## src/binary_volume_disk_brush_unit_assert.svh

```systemverilog
// Assertion macros for the binary volume disk brush unit.
// Used by binary_volume_disk_brush_unit.sv; expects clk_i and rst_ni in scope.
`ifndef BINARY_VOLUME_DISK_BRUSH_UNIT_ASSERT_SVH
`define BINARY_VOLUME_DISK_BRUSH_UNIT_ASSERT_SVH

// Property that must hold at every clock edge outside reset.
`define BVDB_ASSERT(lbl, prop, msg) \
  lbl: assert property (@(posedge clk_i) disable iff (!rst_ni) (prop)) else $error(msg);

// Condition that must never be seen outside reset.
`define BVDB_ASSERT_NEVER(lbl, cond, msg) \
  lbl: assert property (@(posedge clk_i) disable iff (!rst_ni) !(cond)) else $error(msg);

`endif

```

## src/bvdb_pkg.sv

```systemverilog
// Shared types, constants and the brush half-width table of the disk brush unit.
// No dependencies; imported by every module of the block.
`timescale 1ns / 1ps

package bvdb_pkg;

  localparam int X_DIM      = 64;
  localparam int Y_DIM      = 64;
  localparam int Z_DIM      = 16;
  localparam int MAX_RADIUS = 15;

  localparam int X_IDX_W   = $clog2(X_DIM);
  localparam int Y_IDX_W   = $clog2(Y_DIM);
  localparam int Z_IDX_W   = $clog2(Z_DIM);
  localparam int ADDR_W    = Z_IDX_W + Y_IDX_W;
  localparam int MEM_DEPTH = Z_DIM * Y_DIM;
  localparam int RAD_W     = 4;
  localparam int STEP_W    = RAD_W + 1;
  localparam int CLIP_W    = 6;
  localparam int COORD_W   = 10;
  localparam int CFG_IDX_W = 3;

  typedef logic [X_DIM-1:0]          row_t;
  typedef logic [ADDR_W-1:0]         addr_t;
  typedef logic [RAD_W-1:0]          radius_t;
  typedef logic [STEP_W-1:0]         step_t;
  typedef logic [CLIP_W-1:0]         clip_t;
  typedef logic signed [COORD_W-1:0] coord_t;
  typedef logic signed [STEP_W:0]    offset_t;

  typedef enum logic [1:0] {
    REQ_READ  = 2'd0,
    REQ_SET   = 2'd1,
    REQ_UNSET = 2'd2,
    REQ_CLEAR = 2'd3
  } req_e;

  typedef enum logic [CFG_IDX_W-1:0] {
    CFG_RADIUS = 3'd0,
    CFG_X_MIN  = 3'd1,
    CFG_X_MAX  = 3'd2,
    CFG_Y_MIN  = 3'd3,
    CFG_Y_MAX  = 3'd4
  } cfg_idx_e;

  typedef enum logic [2:0] {
    ST_CLEAR,
    ST_IDLE,
    ST_READ,
    ST_RDATA,
    ST_PAINT,
    ST_FLUSH,
    ST_DONE
  } state_e;

  typedef struct packed {
    radius_t brush_radius;
    clip_t   clip_x_min;
    clip_t   clip_x_max;
    clip_t   clip_y_min;
    clip_t   clip_y_max;
  } cfg_t;

  typedef struct packed {
    logic  vld;
    addr_t addr;
    row_t  mask;
  } pend_t;

  typedef struct packed {
    logic status;
    logic voxel_value;
  } res_t;

  localparam int TAB_N = 2 ** (2 * RAD_W);

  // half width isqrt(r*r - a*a), indexed by {r, a}
  function automatic logic [TAB_N-1:0][RAD_W-1:0] calc_half_w();
    logic [TAB_N-1:0][RAD_W-1:0] t;
    int v;
    int s;
    t = '0;
    for (int r = 0; r < 2 ** RAD_W; r++) begin
      for (int a = 0; a < 2 ** RAD_W; a++) begin
        v = r * r - a * a;
        s = 0;
        for (int k = 1; k < 2 ** RAD_W; k++) begin
          if (k * k <= v) s = k;
        end
        t[r * (2 ** RAD_W) + a] = RAD_W'(s);
      end
    end
    return t;
  endfunction

  localparam logic [TAB_N-1:0][RAD_W-1:0] HALF_W_TAB = calc_half_w();

endpackage

```

## src/bvdb_cfg_regs.sv

```systemverilog
// Configuration registers of the disk brush unit: radius and clip window.
// Depends on bvdb_pkg.
`timescale 1ns / 1ps

module bvdb_cfg_regs import bvdb_pkg::*; (
  input  logic                 clk_i,
  input  logic                 rst_ni,
  input  logic                 cfg_we_i,
  input  logic [CFG_IDX_W-1:0] cfg_idx_i,
  input  logic [CLIP_W-1:0]    cfg_data_i,
  output cfg_t                 cfg_o
);

  cfg_t cfg_q;

  always_ff @(posedge clk_i or negedge rst_ni) begin
    if (!rst_ni) begin
      cfg_q.brush_radius <= '0;
      cfg_q.clip_x_min   <= '0;
      cfg_q.clip_x_max   <= clip_t'(X_DIM - 1);
      cfg_q.clip_y_min   <= '0;
      cfg_q.clip_y_max   <= clip_t'(Y_DIM - 1);
    end else if (cfg_we_i) begin
      case (cfg_idx_e'(cfg_idx_i))
        CFG_RADIUS: cfg_q.brush_radius <= cfg_data_i[RAD_W-1:0];
        CFG_X_MIN:  cfg_q.clip_x_min   <= cfg_data_i;
        CFG_X_MAX:  cfg_q.clip_x_max   <= cfg_data_i;
        CFG_Y_MIN:  cfg_q.clip_y_min   <= cfg_data_i;
        CFG_Y_MAX:  cfg_q.clip_y_max   <= cfg_data_i;
        default: ;
      endcase
    end
  end

  assign cfg_o = cfg_q;

endmodule

```

## config.mk

```make
export PLATFORM = sky130hd
export DESIGN_NAME = bvdb_cfg_regs
export DESIGN_NICKNAME = d
export VERILOG_FILES = /design/src/binary_volume_disk_brush_unit_assert.svh /design/src/bvdb_pkg.sv /design/src/bvdb_cfg_regs.sv
export SDC_FILE = /design/constraint.sdc
export NUM_CORES = 1
export LEC_CHECK = 0
export ABC_AREA = 1
export BUFFER_PORTS_ARGS = -buffer_cell sky130_fd_sc_hd__buf_2
export CAP_MARGIN = 10
export CORE_MARGIN = 5
export CORE_UTILIZATION = 51
export CTS_BUF_LIST = sky130_fd_sc_hd__clkbuf_4 sky130_fd_sc_hd__clkbuf_8
export CTS_CLUSTER_SIZE = 16
export DETAILED_ROUTE_END_ITERATION = 6
export HOLD_SLACK_MARGIN = 0.1
export PLACE_DENSITY = 0.84
export SYNTH_ARGS = -nofsm -noshare
export SYNTH_HDL_FRONTEND = slang
export SYNTH_SLANG_ARGS = --single-unit
```

## constraint.sdc

```tcl
create_clock -name clk_i -period 0.8 [get_ports clk_i]
set_input_delay 0.04 -clock clk_i [delete_from_list [all_inputs] [get_ports clk_i]]
set_output_delay 0.04 -clock clk_i [all_outputs]
set_load 0.005 [all_outputs]
```

==> results.md, run 1 <==
* Result of the run: finished, violations left
* Failing checks: negative setup slack
* Kind of launch point of the worst setup path: flop
* I/O pin total at 40
* Compound-gate portion of the synthesized area at 0%
* Final worst slack at -243 ps
* Instance count of the mapped netlist at around 130
* CTS root buf: sky130_fd_sc_hd__clkbuf_4
* Grt ovf at 0
* Layout cells sized above 1 at ~43%
* Worst hold slack across all endpoints at 64.7 ps
* Number of vias in the routed layout at around 1.2k
* Total routing usage reported by global routing at 18.7%
* CTS tree: yes
* Number of remaining DRC errors at 0
* Average routed wire per standard cell at roughly 14 µm
* Worst path arrival time at 1000 ps
* Setup Viol. Count Final at 30
* Slew Limit Headroom at approximately 81%
* Clock insertion delay at the later pin of the skew report at ~320 ps
* RSZ-0062 raised after global routing: yes
* Register bit count reported by yosys at 28
* VDD IR max at approximately 0.0015 V
* Diodes inserted at 0
* Crit. End Element: output port
* Sink Count at 28
* Fillers at 150
* Layout Cells excl Fill at between 200 and 250
* DRT Pass-1 Iters at 4
* Reported max-cap violation count at 0
* Post-synthesis share of cell area spent on xor and xnor gates at 0%
* Clock-pin slew reported for the worst setup and hold paths after clock tree synthesis at 150 ps
* Transition time at the pin with the least slew margin at ~290 ps
* Path category of the worst min-delay check: in2reg
* Share of synthesized cell area in full adder, half adder and majority cells at 0%
* Total die area at between 3000 and 4000 µm²
* Max frequency at 959 MHz
* Overall die height at ~58 µm
* Portion of netlist area occupied by mux cells at 0%
* Total count of hold-check failures in the final report at 0
* Max FFs per register at 28
* Drt initial violations at 38
* Power per cell area at around 2100 nW/µm²
* CP top delay family: flip-flops
* Clock buffers created by TritonCTS at 3
* Cells traversed along the worst timing path: buf_6
* Routed vias/inst at 5.19
* Largest fanout of any net on the critical path at 2
* Final antenna-violating net count at 0
* Simple-gate share of the synthesized area at 36.4%
* Largest net degree at the start of global routing at 29
* Mapped Avg Cell Area at slightly below 9 µm²
* Fin crit period at approximately 1000 ps
* Fin crit share at 130%
* Net Count, Synth at approximately 150
* Post-placement cell count at 204
* First-pass GRT wire length at 4880 µm
* Die width at 58.4 µm
* Count of H-tree levels built during CTS at 1
* Post-synthesis to final-layout area growth at 40.3%
* Number of antenna violations at the first check in global routing at 0
* Vias in the first global route at 1105
* Placer Congestion at about 0.80
* Slowest stage cell on the critical path: sky130_fd_sc_hd__dfstp_2
* Drt total wl at 3090 µm
* Max incr delay on CP at roughly 580 ps
* Leakage component of the power at a little over 0.9 nW
* Port buffer count at 39
* Layout Skew at 0 ps
* Nets@finish at roughly 210
* Critical path required time at about 760 ps
* Sequential element share of the synthesized area at 60.0%
* Fin. max-slew vios at 0
* Cell row count at 17
* Core outline area at 2210 µm²
* Clock Tree Buf Depth at 2
* Post-Syn Area at roughly 1200 µm²
* Initial cell density of the core at between 50% and 60%
* Buffers & Inverters on Critical Path at 1
* Largest family of logic cells by synthesized area: simple AND/OR/NAND/NOR gates
* Post-CTS Hold Fix Bufs at 8
* Post-synthesis cell type count at 12
* Critical path start-end classification: reg2out
* Synthesis warning total at 0
* Sum of net half-perimeters after detailed placement at roughly 2000 µm
## logic make-up (layout without fill, tap and decap cells)
kind of cell	after synthesis	after routing
buffers and inverters	9	70
AND/OR/NAND/NOR	97	97
flip-flops	28	28
## routing by layer
layer | up-vias | global-route usage (%) | share of wire (%)
li1 | 543 | - | -
met1 | 536 | 23.7 | 39
met2 | 67 | 29.5 | 49
met3 | 11 | 3.95 | 9.0
met4 | 0 | 10.9 | 3.3
met5 | - | 0 | 0
## cell type report
cell class / instances / area (µm²) / area share (%)
clock buffer: 4 / 36.3 / 2.17
inverter: 6 / 22.5 / 1.35
multi-input combinational: 97 / 437 / 26.1
sequential: 28 / 716 / 42.8
tap: 28 / 35.0 / 2.09
timing repair buffer: 60 / 427 / 25.5
## cell usage after synthesis, drive strengths merged
| library cell | instances | area (µm²) |
|---|---|---|
| buf | 3 | 20.0 |
| dfrtp | 16 | 400 |
| dfstp | 12 | 315 |
| inv | 6 | 22.5 |
| nand2 | 70 | 278 |
| nand3 | 22 | 110 |
| nor2 | 5 | 46.3 |
## report_power, final
group / total [mW] / internal, mW / switching (mW)
combinational: 0.975 / 0.527 / 0.447
sequential: 1.91 / 1.76 / 0.149
clock: 0.685 / 0.279 / 0.406
## final timing paths
| kind | end | cells past startpoint | start | slack, ps |
|---|---|---|---|---|
| min in group asynchronous | cfg_o[6] | 3 | rst_ni | 150 |
| min reg2reg | cfg_o[5] | 2 | cfg_o[5] | 470 |
| max reg2reg | cfg_o[25] | 4 | cfg_o[25] | -60 |
| max in group asynchronous | cfg_o[0] | 3 | rst_ni | 410 |
| min | cfg_o[23] | 4 | cfg_idx_i[1] | 60 |
| max | cfg_o[2] | 1 | cfg_o[2] | -240 |
## repair_timing
action	in CTS	in global routing
setup endpoints to repair	28	41
endpoints found under the hold margin	56	8
pin swaps	0	1
buffers inserted	5	3
gates resized for setup	0	9
## placed cells by master, fill, tap and decap left out, types with 2 or more instances in the layout
master	n
sky130_fd_sc_hd__buf_2	32
sky130_fd_sc_hd__buf_4	13
sky130_fd_sc_hd__nor2_2	2
sky130_fd_sc_hd__nand2_1	65
sky130_fd_sc_hd__nor2_4	3
sky130_fd_sc_hd__dfrtp_1	16
sky130_fd_sc_hd__nand2_2	4
sky130_fd_sc_hd__inv_1	2
sky130_fd_sc_hd__dlygate4sd3_1	7
sky130_fd_sc_hd__inv_2	4
sky130_fd_sc_hd__dfstp_2	12
sky130_fd_sc_hd__clkbuf_4	3
sky130_fd_sc_hd__buf_6	7
sky130_fd_sc_hd__nand3_1	22
## stage by stage
step                      instance area (µm²)  power [mW]  setup WS [ps]  TNS [ps]  util (%)
after detailed placement                 1460        2.67          -14.3     -58.7      66.0
after global placement                   1460        2.64           4.02         0      66.0
after floorplan                          1190        2.23            129         0         -
after CTS                                1610        3.45           -246     -5220      73.0
after global routing                     1670        3.78           -270     -5550      75.6
final                                    1670        3.57           -243     -4400      75.6
Power figures use the tool's default switching activity.
==> inputs of run 2 (changes only) <==
--- a/config.mk
+++ b/config.mk
@@ -5,16 +5,16 @@
 export SDC_FILE = /design/constraint.sdc
 export NUM_CORES = 1
 export LEC_CHECK = 0
-export ABC_AREA = 1
 export BUFFER_PORTS_ARGS = -buffer_cell sky130_fd_sc_hd__buf_2
 export CAP_MARGIN = 10
 export CORE_MARGIN = 5
-export CORE_UTILIZATION = 51
+export CORE_UTILIZATION = 50
 export CTS_BUF_LIST = sky130_fd_sc_hd__clkbuf_4 sky130_fd_sc_hd__clkbuf_8
 export CTS_CLUSTER_SIZE = 16
 export DETAILED_ROUTE_END_ITERATION = 6
+export GPL_ROUTABILITY_DRIVEN = 0
 export HOLD_SLACK_MARGIN = 0.1
-export PLACE_DENSITY = 0.84
+export PLACE_DENSITY = 0.83
 export SYNTH_ARGS = -nofsm -noshare
 export SYNTH_HDL_FRONTEND = slang
 export SYNTH_SLANG_ARGS = --single-unit
==> results.md, run 2 <==
* DRT Pass-1 Iters at 4
* Diodes inserted at 0
* Largest net degree at the start of global routing at 29
* Sum of net half-perimeters after detailed placement at 1810 µm
* Instance count of the mapped netlist at between 60 and 70
* Setup Viol. Count Final at 40
* Core outline area at about 2200 µm²
* Number of remaining DRC errors at 0
* Total power draw at 4.17 mW
* RSZ-0062 raised after global routing: yes
* Die width at 57.1 µm
* Leading register cell type out of synthesis: sky130_fd_sc_hd__dfrtp_1
* Slew Limit Headroom at 79.6%
* Post-Syn Area at around 1100 µm²
* Final antenna-violating net count at 0
* Critical path required time at 760 ps
* Max incr delay on CP at 580 ps
* Fin crit share at 134%
* Slowest stage cell on the critical path: sky130_fd_sc_hd__dfstp_2
* Final worst slack at -268 ps
* Total routing usage reported by global routing at between 15 and 20%
* Post-synth EDFFs at 0
* Sink Count at 28
* Leading area contributor after synthesis: sky130_fd_sc_hd__dfrtp_1
* Total count of hold-check failures in the final report at 0
* Worst path arrival time at a little over 1000 ps
* Kind of launch point of the worst setup path: flop
* Nets@finish at 141
* Most area-consuming cells after synthesis: sky130_fd_sc_hd__dfrtp_1 (36%), sky130_fd_sc_hd__dfstp_2 (28%), sky130_fd_sc_hd__mux2_1 (19%), sky130_fd_sc_hd__mux2_2 (9.1%), sky130_fd_sc_hd__nor4bb_1 (2.7%)
* Routed vias/inst at just under 5
* Layout cells sized above 1 at 78.9%
* Buffers & Inverters on Critical Path at 1
* Leakage component of the power at around 0.85 nW
* Number of vias in the routed layout at 770
* Drt initial violations at 22
* I/O pin total at 40
* Worst slack at placement at -353 ps
* Fin. max-slew vios at 0
* Cell row count at 17
* Failing checks: negative setup slack
* Most used standard cell by instance count after synthesis: sky130_fd_sc_hd__mux2_1
* Max frequency at 936 MHz
* Clock Tree Buf Depth at 2
* Final TNS setup at -5170 ps
* Grt ovf at 0
* CP top delay family: flip-flops
* Clock buffers created by TritonCTS at 3
* Fillers at approximately 130
* Largest fanout of any net on the critical path at 2
* Synth async-reset ratio at 100%
* Drt total wl at 2900 µm
* Average routed wire per standard cell at between 15 and 20 µm
* Cells traversed along the worst timing path: buf_2
* Leading cell type in the layout, fill and taps excluded: sky130_fd_sc_hd__buf_2
* Reported max-cap violation count at 0
* Power per cell area at 2380 nW/µm²
* Path category of the worst min-delay check: in2async
* Top cell type's share of synthesized area at between 30% and 40%
* Result of the run: finished, violations left
* Vias in the first global route at approximately 900
* Register bit count reported by yosys at 28
* Synthesis warning total at 0
* Overall die height at about 57 µm
* CTS root buf: sky130_fd_sc_hd__clkbuf_4
* Clock insertion delay at the later pin of the skew report at 330 ps
* Critical path start-end classification: reg2out
* First-pass GRT wire length at about 4400 µm
* Post-synthesis cell type count at 8
* Net Count, Synth at 76
* Mapped Avg Cell Area at ~17 µm²
* Max FFs per register at 28
* Count of H-tree levels built during CTS at 1
* Layout Skew at 0 ps
* Synth cell count leaders: sky130_fd_sc_hd__mux2_1 (19), sky130_fd_sc_hd__dfrtp_1 (16), sky130_fd_sc_hd__dfstp_2 (12)
* Initial cell density of the core at just over 50%
* Commonest non-fill, non-tap cells in the layout: sky130_fd_sc_hd__buf_2 (32), sky130_fd_sc_hd__mux2_4 (18), sky130_fd_sc_hd__dfrtp_1 (16)
* Sequential element share of the synthesized area at 64.6%
* Fin crit period at 1070 ps
* Crit. End Element: output port
* CTS tree: yes
* Total die area at approximately 3300 µm²
* Clock-pin slew reported for the worst setup and hold paths after clock tree synthesis at ~150 ps
* Port buffer count at 39
* Transition time at the pin with the least slew margin at roughly 300 ps
* VDD IR max at 0.00183 V
* Post-synthesis to final-layout area growth at 58.1%
* Number of antenna violations at the first check in global routing at 0
run 2: cell count changes in the layout (fill, tap and decap cells not counted), moves of 2 or more:
cell | before | now
sky130_fd_sc_hd__inv_2 | 4 | 0
sky130_fd_sc_hd__mux2_4 | 0 | 18
sky130_fd_sc_hd__inv_1 | 2 | 0
sky130_fd_sc_hd__buf_4 | 13 | 11
sky130_fd_sc_hd__nand2_2 | 4 | 0
sky130_fd_sc_hd__buf_6 | 7 | 12
sky130_fd_sc_hd__mux2_1 | 0 | 3
sky130_fd_sc_hd__nand3_1 | 22 | 0
sky130_fd_sc_hd__mux2_2 | 0 | 7
sky130_fd_sc_hd__nand2_1 | 65 | 0
sky130_fd_sc_hd__nor4bb_4 | 0 | 2
sky130_fd_sc_hd__nor2_2 | 2 | 0
sky130_fd_sc_hd__nor2_4 | 3 | 0
run 2: power by group:
| group | internal, mW | switching (mW) | total (mW) |
|---|---|---|---|
| combinational | 0.827 | 0.386 | 1.21 |
| clock | 0.507 | 0.430 | 0.937 |
| sequential | 1.83 | 0.197 | 2.02 |
| total | 3.16 | 1.01 | 4.17 |
run 2: path summary, 6_finish.rpt:
kind | start | end | slack (ps) | depth (start not counted)
setup / recovery | cfg_o[17] | cfg_o[17] | -270 | 1
hold reg to reg | cfg_o[23] | cfg_o[23] | 510 | 1
min in group clk_i | cfg_we_i | cfg_o[9] | 250 | 4
max in group asynchronous | rst_ni | cfg_o[1] | 420 | 3
setup reg to reg | cfg_o[22] | cfg_o[22] | -110 | 2
hold / removal | rst_ni | cfg_o[8] | 150 | 3
run 2: per-layer routing:
| layer | up-vias | share of wire (%) | track usage [%] |
|---|---|---|---|
| met5 | - | 0 | 0 |
| met4 | 0 | 1.0 | 5.96 |
| met3 | 4 | 4.2 | 3.39 |
| met2 | 20 | 55 | 33.6 |
| met1 | 387 | 40 | 21.9 |
| li1 | 359 | - | - |
run 2: timing repair:
action | in CTS | in global routing
endpoints found under the setup margin | 33 | 42
buffers inserted | 6 | 1
cloned | 0 | 0
hold endpoints to repair | 56 | 0
resized for setup | 5 | 17
pin swaps | 0 | 2
hold buffers | 7 | 0
run 2: cell families after synthesis:
group	count (synthesis)	synth area share, %
buffers and inverters	3	1.35
DFF	28	64.6
muxes	28	28.4
and+or+nand+nor	5	5.64
run 2: area by class of cell:
type,instances,area (µm²),share of cell area [%]
Sequential cell,28,716,40.8
Multi-Input combinational cell,33,482,27.5
Timing Repair Buffer,63,468,26.7
Tap cell,28,35.0,2.00
Clock inverter,1,30.0,1.71
Clock buffer,3,22.5,1.28
run 2: per-stage QoR:
| stage | std cells | hold slack, ps | util [%] | area (µm²) |
|---|---|---|---|---|
| finish | 156 | 148 | 80.8 | 1750 |
| global route | 156 | 157 | 80.8 | 1750 |
| CTS | 155 | 159 | 76.9 | 1670 |
| detailed placement | 138 | -4.42 | 67.9 | 1470 |
| global placement | 138 | -7.50 | 67.9 | 1470 |
| floorplan | 64 | -256 | - | 1160 |
